===== src/sv/sle_pkg.sv =====
`timescale 1ns / 1ps
`default_nettype none
// ----------------------------------------------------------------------------
// Sorted list engine package
// Command and result word types, command and status codes, and the
// control word that the controller hands to the datapath.
// ----------------------------------------------------------------------------
package sle_pkg;

	typedef enum logic [1:0] {
		MODE_INSERT = 2'd0,
		MODE_REMOVE = 2'd1,
		MODE_POP    = 2'd2,
		MODE_CLEAR  = 2'd3
	} mode_t;

	typedef enum logic [1:0] {
		ST_OK    = 2'd0,
		ST_FULL  = 2'd1,
		ST_EMPTY = 2'd2
	} status_t;

	typedef struct packed {
		mode_t       mode;
		logic [15:0] value;
	} cmd_word_t;

	typedef struct packed {
		status_t     status;
		logic [4:0]  count;
		logic        head_valid;
		logic [15:0] head_value;
		logic [4:0]  removed;
	} rsp_word_t;

	// Controller to datapath: capture a command, run the compare step,
	// commit the new list contents and the result.
	typedef struct packed {
		logic load;
		logic compare;
		logic apply;
	} ctrl_t;

endpackage

`default_nettype wire


===== src/sv/sorted_list_engine.sv =====
`timescale 1ns / 1ps
`default_nettype none
// ----------------------------------------------------------------------------
// Sorted list engine
// A bounded list of unsigned values kept in ascending order, driven by
// insert, remove-equal, pop and clear commands, one result word each.
// ----------------------------------------------------------------------------
//
//   Channel   Ports              Handshake
//   -------   ----------------   ------------------------------------------
//   command   cmd, start, busy   word taken on a clock edge with start high
//                                and busy low
//   result    rsp, done          word valid for the one cycle done is high
//
// Every command goes through two steps: a compare step in which each slot
// compares against the command value in parallel, and a commit step in
// which the slots load their new contents and the result word is
// registered. The result appears on the cycle after the commit step.
// Busy is high only during the compare step, so a new command word can
// be taken during the commit step, while the last command finishes.
// The result side has no back pressure; the receiver must take each word.
// Reset clears the fill count and the controller; slot contents are not
// reset and are never read before they are written.
//
module sorted_list_engine import sle_pkg::*; #(
	parameter int CAPACITY   = 16,
	parameter int VALUE_BITS = 16
) (
	input  wire logic      clk,
	input  wire logic      arst_n,
	input  wire logic      start,
	output logic           busy,
	input  wire cmd_word_t cmd,
	output logic           done,
	output rsp_word_t      rsp
);

	// Control word from the sequencer to the datapath.
	ctrl_t ctrl;

	// The controller steps each command through compare and commit.
	sle_ctrl u_ctrl (
		.clk    (clk),
		.arst_n (arst_n),
		.start  (start),
		.busy   (busy),
		.ctrl   (ctrl)
	);

	// The datapath holds the slots, the fill count and the result word.
	sle_datapath #(
		.CAPACITY   (CAPACITY),
		.VALUE_BITS (VALUE_BITS)
	) u_datapath (
		.clk    (clk),
		.arst_n (arst_n),
		.ctrl   (ctrl),
		.cmd    (cmd),
		.done   (done),
		.rsp    (rsp)
	);

endmodule

`default_nettype wire


===== src/sv/sle_ctrl.sv =====
`timescale 1ns / 1ps
`default_nettype none
// ----------------------------------------------------------------------------
// Sorted list engine controller
// Sequences each command through a compare step and a commit step.
// ----------------------------------------------------------------------------
module sle_ctrl import sle_pkg::*; (
	input  wire logic  clk,
	input  wire logic  arst_n,
	input  wire logic  start,
	output logic       busy,
	output ctrl_t      ctrl
);

	typedef enum logic [2:0] {
		S_IDLE  = 3'b001,
		S_CMP   = 3'b010,
		S_APPLY = 3'b100
	} state_t;

	state_t state_q;
	state_t state_d;
	logic   accept;

	// A new word may enter during the commit step.
	assign busy   = (state_q == S_CMP);
	assign accept = start && !busy;

	always_comb begin
		state_d = state_q;
		unique case (state_q)
			S_IDLE:  if (accept) state_d = S_CMP;
			S_CMP:   state_d = S_APPLY;
			S_APPLY: state_d = accept ? S_CMP : S_IDLE;
			default: state_d = S_IDLE;
		endcase
	end

	always_ff @(posedge clk or negedge arst_n) begin
		if (!arst_n) begin
			state_q <= S_IDLE;
		end else begin
			state_q <= state_d;
		end
	end

	assign ctrl.load    = accept;
	assign ctrl.compare = (state_q == S_CMP);
	assign ctrl.apply   = (state_q == S_APPLY);

	a_load_then_compare: assert property (@(posedge clk) disable iff (!arst_n)
		ctrl.load |=> ctrl.compare)
		else $error("accepted word not followed by compare step");

	a_compare_then_apply: assert property (@(posedge clk) disable iff (!arst_n)
		ctrl.compare |=> ctrl.apply)
		else $error("compare step not followed by commit step");

endmodule

`default_nettype wire


===== src/sv/sle_datapath.sv =====
`timescale 1ns / 1ps
`default_nettype none
// ----------------------------------------------------------------------------
// Sorted list engine datapath
// Slot registers with per-slot compare, thermometer position encoders,
// a log shifter for run removal, and the result register.
// ----------------------------------------------------------------------------
module sle_datapath import sle_pkg::*; #(
	parameter int CAPACITY   = 16,
	parameter int VALUE_BITS = 16
) (
	input  wire logic      clk,
	input  wire logic      arst_n,
	input  wire ctrl_t     ctrl,
	input  wire cmd_word_t cmd,
	output logic           done,
	output rsp_word_t      rsp
);

	localparam int CW = $clog2(CAPACITY + 1);

	logic [VALUE_BITS-1:0] slot_q [CAPACITY];
	logic [VALUE_BITS-1:0] slot_d [CAPACITY];
	logic [VALUE_BITS-1:0] sh     [CW+1][CAPACITY];
	logic [CW-1:0]         fill_q;
	logic [CW-1:0]         fill_d;
	mode_t                 mode_q;
	logic [VALUE_BITS-1:0] val_q;
	logic [VALUE_BITS+15:0] val_ext;

	logic [CAPACITY-1:0]   lt_mask;
	logic [CAPACITY-1:0]   le_mask;
	logic [CW-1:0]         first_enc;
	logic [CW-1:0]         last_enc;
	logic [CW-1:0]         first_q;
	logic [CW-1:0]         last_q;
	logic [CW-1:0]         run_len;

	status_t               status_d;
	logic [CW-1:0]         removed_d;
	logic                  pop_ok;
	logic [VALUE_BITS-1:0] head_sel;
	logic [VALUE_BITS+15:0] head_ext;
	logic [CW+4:0]         count_ext;
	logic [CW+4:0]         removed_ext;
	logic                  done_q;
	rsp_word_t             rsp_q;

	assign val_ext = {{VALUE_BITS{1'b0}}, cmd.value};

	always_ff @(posedge clk) begin
		if (ctrl.load) begin
			mode_q <= cmd.mode;
			val_q  <= val_ext[VALUE_BITS-1:0];
		end
	end

	// Compare step. Held entries are ascending, so both masks are
	// thermometer codes and their lengths come from a one-hot encode.
	always_comb begin
		lt_mask   = '0;
		le_mask   = '0;
		first_enc = '0;
		last_enc  = '0;
		for (int i = 0; i < CAPACITY; i++) begin
			lt_mask[i] = (CW'(i) < fill_q) && (slot_q[i] < val_q);
			le_mask[i] = (CW'(i) < fill_q) && (slot_q[i] <= val_q);
		end
		for (int i = 0; i < CAPACITY; i++) begin
			if (lt_mask[i] && (i == CAPACITY - 1 || !lt_mask[(i + 1) % CAPACITY]))
				first_enc = first_enc | CW'(i + 1);
			if (le_mask[i] && (i == CAPACITY - 1 || !le_mask[(i + 1) % CAPACITY]))
				last_enc = last_enc | CW'(i + 1);
		end
	end

	always_ff @(posedge clk) begin
		if (ctrl.compare) begin
			first_q <= first_enc;
			last_q  <= last_enc;
		end
	end

	assign run_len = last_q - first_q;

	// Shift everything left by the length of the equal run.
	always_comb begin
		for (int i = 0; i < CAPACITY; i++) begin
			sh[0][i] = slot_q[i];
		end
		for (int b = 0; b < CW; b++) begin
			for (int i = 0; i < CAPACITY; i++) begin
				if (run_len[b] && (i + (1 << b) < CAPACITY))
					sh[b+1][i] = sh[b][(i + (1 << b)) % CAPACITY];
				else
					sh[b+1][i] = sh[b][i];
			end
		end
	end

	// Commit step.
	always_comb begin
		fill_d    = fill_q;
		status_d  = ST_OK;
		removed_d = '0;
		pop_ok    = 1'b0;
		for (int i = 0; i < CAPACITY; i++) begin
			slot_d[i] = slot_q[i];
		end
		unique case (mode_q)
			MODE_INSERT: begin
				if (fill_q == CW'(CAPACITY)) begin
					status_d = ST_FULL;
				end else begin
					fill_d = fill_q + CW'(1);
					for (int i = 0; i < CAPACITY; i++) begin
						if (CW'(i) == first_q)
							slot_d[i] = val_q;
						else if (CW'(i) > first_q)
							slot_d[i] = slot_q[(i + CAPACITY - 1) % CAPACITY];
					end
				end
			end
			MODE_REMOVE: begin
				fill_d    = fill_q - run_len;
				removed_d = run_len;
				for (int i = 0; i < CAPACITY; i++) begin
					if (CW'(i) >= first_q)
						slot_d[i] = sh[CW][i];
				end
			end
			MODE_POP: begin
				if (fill_q == '0) begin
					status_d = ST_EMPTY;
				end else begin
					pop_ok    = 1'b1;
					fill_d    = fill_q - CW'(1);
					removed_d = CW'(1);
					for (int i = 0; i < CAPACITY - 1; i++) begin
						slot_d[i] = slot_q[i+1];
					end
				end
			end
			MODE_CLEAR: begin
				fill_d    = '0;
				removed_d = fill_q;
			end
		endcase
	end

	always_comb begin
		if (pop_ok)
			head_sel = slot_q[0];
		else if (fill_d != '0)
			head_sel = slot_d[0];
		else
			head_sel = '0;
	end

	assign head_ext    = {16'b0, head_sel};
	assign count_ext   = {5'b0, fill_d};
	assign removed_ext = {5'b0, removed_d};

	always_ff @(posedge clk) begin
		if (ctrl.apply) begin
			for (int i = 0; i < CAPACITY; i++) begin
				slot_q[i] <= slot_d[i];
			end
			rsp_q.status     <= status_d;
			rsp_q.count      <= count_ext[4:0];
			rsp_q.head_valid <= (fill_d != '0);
			rsp_q.head_value <= head_ext[15:0];
			rsp_q.removed    <= removed_ext[4:0];
		end
	end

	always_ff @(posedge clk or negedge arst_n) begin
		if (!arst_n) begin
			fill_q <= '0;
			done_q <= 1'b0;
		end else begin
			done_q <= ctrl.apply;
			if (ctrl.apply) fill_q <= fill_d;
		end
	end

	assign done = done_q;
	assign rsp  = rsp_q;

	a_fill_bounded: assert property (@(posedge clk) disable iff (!arst_n)
		fill_q <= CW'(CAPACITY))
		else $error("fill count exceeds capacity");

	a_run_ordered: assert property (@(posedge clk) disable iff (!arst_n)
		ctrl.apply |-> (first_q <= last_q) && (last_q <= fill_q))
		else $error("position encoders out of order");

	a_full_keeps_fill: assert property (@(posedge clk) disable iff (!arst_n)
		ctrl.apply && status_d == ST_FULL |=> fill_q == CW'(CAPACITY))
		else $error("dropped insert changed the fill count");

endmodule

`default_nettype wire


===== config.mk =====
export PLATFORM = sky130hd
export DESIGN_NAME = sorted_list_engine
export DESIGN_NICKNAME = d
export VERILOG_FILES = /design/src/sv/sle_pkg.sv /design/src/sv/sorted_list_engine.sv /design/src/sv/sle_ctrl.sv /design/src/sv/sle_datapath.sv
export SDC_FILE = /design/constraint.sdc
export NUM_CORES = 2
export LEC_CHECK = 0
export BUFFER_PORTS_ARGS = -buffer_cell sky130_fd_sc_hd__buf_2
export CAP_MARGIN = 25
export CORE_MARGIN = 10
export CORE_UTILIZATION = 50
export DETAILED_ROUTE_END_ITERATION = 10
export GPL_ROUTABILITY_DRIVEN = 0
export PLACE_DENSITY_LB_ADDON = 0.05
export SETUP_SLACK_MARGIN = 0.2
export SLEW_MARGIN = 20
export SYNTH_ARGS = -nofsm -noshare
export SYNTH_HDL_FRONTEND = slang
export SYNTH_SLANG_ARGS = --single-unit

===== constraint.sdc =====
create_clock -name clk -period 4.5 [get_ports clk]
set_clock_uncertainty 0.1 [all_clocks]
set_input_delay 0.225 -clock clk [delete_from_list [all_inputs] [get_ports clk]]
set_output_delay 0.225 -clock clk [all_outputs]
set_load 0.005 [all_outputs]

==> metrics.txt <==
synthesized area per cell 8.63 um2; Setup TNS Final 0 ns; clock sinks 322; pin count of the biggest net entering global routing 167; max_slew headroom 0.172; Core Util, Final 0.558; Crit path arrival time between 4 and 5 ns; Critical Path RT 4.71 ns; vias in the first global route roughly 31000; post-synth top area share 0.292; clk_lat worst skew 0.62 ns; Cell variety after synth 86; cells on worst reg2reg path 13; WL final 156 mm; DRC Markers 0; drt pass-1 iters 10; Period minus WS final around 4.2 ns; Final HPWL DP 107 mm; peak supply drop about 1 mV; Clock Tree Buf Depth 3; initial core utilization 0.507; setup ws final 0.330 ns; initial drt markers 6471; final period utilization 0.927; first-pass GRT wire length about 220 mm; max cap viols 0; FP Rows between 90 and 100; synth warn 0; Cell Count, Final, Fillers Out 4572; io pins 52; worst slew pin tran 1.24 ns; CP startpoint kind register; Slew Viols, Final 0; dpl ws 0.293 ns; # fillers about 5800; Tot GR Track Use 0.403; area leader, netlist edfxtp_1; via count between 30000 and 40000; fraction of registers with async set/reset 0.0280; largest cells by area after synthesis edfxtp_1, ha_1, a21oi_1; die area 74900 um2; outcome finished clean; Post-Syn Instances between 3000 and 4000; post-synthesis net count 4018; GR Overflow Total 0; Core Box Area 63400 um2; H-tree depth 2; Die Ht roughly 270 um; RSZ-0062 raised after global routing false; Max FO, Critical Path 17; Worst Path Class, Setup reg2reg; ANT nets after route 0; nets@finish 3981; root buffer cell clkbuf_16; share of layout cells above drive strength 1 0.135; fmax 240 MHz; vias per cell 7.41; sequential share of the synthesized area 0.299; Hold Path Class in2async; Syn-to-layout area delta 9.94%; Tot Pwr around 23 mW; number of flops mapped to enable cells by yosys 313; setup violators final 0; wire per inst between 30 and 40 um; number of synthesized register bits 322; CP endpoint kind register; Die W about 270 um; PwrDens 640 nW/um2; ys flop type edfxtp_1; Final Hold Viols 0; clock edge transition at the registers on the reported setup and hold paths around 0.07 ns; cts bufs inserted 42; initial antenna violation count 5; CTS tree yes; Inst Count DP 4468; Pleak 13.5 nW; synthesized area 32200 um2; port bufs 51
Yosys cell counts, types with 5 or more instances:
| master | n |
|---|---|
| and2_1 | 12 |
| o211ai_1 | 65 |
| xnor2_1 | 6 |
| o311ai_0 | 8 |
| nand3_1 | 130 |
| o31ai_1 | 6 |
| nor2b_1 | 32 |
| a31o_2 | 15 |
| o221ai_1 | 75 |
| o21ai_0 | 144 |
| o211a_1 | 6 |
| o21ai_2 | 12 |
| inv_1 | 52 |
| nor2_1 | 295 |
| a221o_1 | 51 |
| mux4_2 | 100 |
| clkbuf_1 | 168 |
| a211o_1 | 9 |
| a311o_1 | 6 |
| dfrtp_1 | 8 |
| clkinv_1 | 5 |
| or2_2 | 8 |
| a211oi_1 | 63 |
| a31oi_1 | 16 |
| buf_2 | 68 |
| a21oi_1 | 518 |
| a21o_1 | 35 |
| nand2b_1 | 26 |
| nor3_1 | 31 |
| nor3b_1 | 6 |
| inv_2 | 5 |
| and4_1 | 8 |
| o21a_1 | 8 |
| edfxtp_1 | 313 |
| a221oi_1 | 13 |
| a22oi_1 | 47 |
| nand4_1 | 48 |
| buf_1 | 25 |
| nand2_1 | 679 |
| and3_1 | 12 |
| mux2i_1 | 161 |
| ha_1 | 266 |
| mux2_2 | 60 |
| a222oi_1 | 6 |
| buf_4 | 26 |
final cells by class:
cell class,count,area [um2],share of cell area
Antenna cell,3,7.51,0.000212
Clock buffer,60,1210,0.0343
Clock inverter,15,116,0.00329
Inverter,62,239,0.00676
Multi-Input combinational cell,3055,21300,0.602
Sequential cell,322,9630,0.272
Tap cell,846,1060,0.0299
Timing Repair Buffer,209,1800,0.0510
state kept, by name (all words and copies together) (netlist names):
name,flops
u_datapath.first_q,5
u_datapath.rsp,29
u_datapath.last_q,5
u_datapath.fill_q,5
u_datapath.val_q,16
u_ctrl.state_q,3
u_datapath.slot_q,256
u_datapath.mode_q,2
u_datapath.done,1
stage by stage:
stage / hold WS [ns] / cell area [um2]
2_1_floorplan: -0.171 / 32200
3_3_place_gp: 0.0158 / 33700
3_5_place_dp: 0.0159 / 33800
4_1_cts: 0.0315 / 35300
5_1_grt: 0.0692 / 35400
6_report: 0.0491 / 35400
kinds of logic after synthesis:
logic type               share of synthesized area
AO/OA/AOI/OAI                                0.226
XOR/XNOR                                   0.00370
adder cells (fa/ha/maj)                      0.105
buffers and inverters                       0.0475
flip-flops                                   0.299
multiplexers                                 0.141
AND/OR/NAND/NOR                              0.177
worst max-delay path, cell delays in order, from the launching register on:
cell	delay (ns)
edfxtp_1	0.57
inv_1	0.14
ha_1	0.50
o21ai_0	0.19
a21boi_1	0.47
nor2_4	0.11
inv_4	0.09
ha_1	0.27
a21oi_1	0.18
xor3_1	0.22
o22ai_2	0.13
nor4b_4	0.25
buf_4	0.46
o21ai_0	0.18
worst paths after layout:
path	slack, ns	to	from
setup / recovery	0.33	u_datapath.rsp[10]	u_datapath.first_q[2]
hold / removal	0.05	u_ctrl.state_q[0]	arst_n
setup reg to reg	0.33	u_datapath.rsp[10]	u_datapath.first_q[2]
hold reg to reg	0.44	u_ctrl.state_q[1]	u_ctrl.state_q[1]
max in group asynchronous	3.29	u_ctrl.state_q[2]	arst_n
min in group clk	0.23	u_datapath.val_q[15]	cmd[15]
metal layers:
metal / routed length, um / up-vias / track usage
met5: 32 / - / 0
met4: 11700 / 4 / 0.257
met3: 26600 / 664 / 0.159
met2: 61800 / 3108 / 0.557
met1: 56200 / 16000 / 0.517
li1: - / 14100 / -
placed cells by master, fill, tap and decap left out, types with 51 or more instances in the layout:
master / Yosys / layout
nand2_1: 679 / 678
a21oi_1: 518 / 512
edfxtp_1: 313 / 313
nor2_1: 295 / 282
ha_1: 266 / 265
mux2i_1: 161 / 161
o21ai_0: 144 / 142
nand3_1: 130 / 128
buf_4: 26 / 113
mux4_2: 100 / 100
o221ai_1: 75 / 75
o211ai_1: 65 / 65
a211oi_1: 63 / 63
mux2_2: 60 / 60
inv_1: 52 / 51
a221o_1: 51 / 51
buf_2: 68 / 51
what timing repair did:
| item | CTS | global route |
|---|---|---|
| endpoints found under the hold margin | 29 | 0 |
| hold buffers | 21 | 0 |
| setup buffers | 0 | 4 |
| endpoints found under the setup margin | 0 | 18 |
| gates resized for setup | 0 | 2 |
report_power, final:
group | switching (mW) | internal, mW | total, mW
combinational | 9.51 | 5.47 | 15.0
clock | 1.45 | 1.98 | 3.43
sequential | 0.315 | 3.92 | 4.23
total | 11.3 | 11.4 | 22.6
Power figures use the tool's default switching activity.
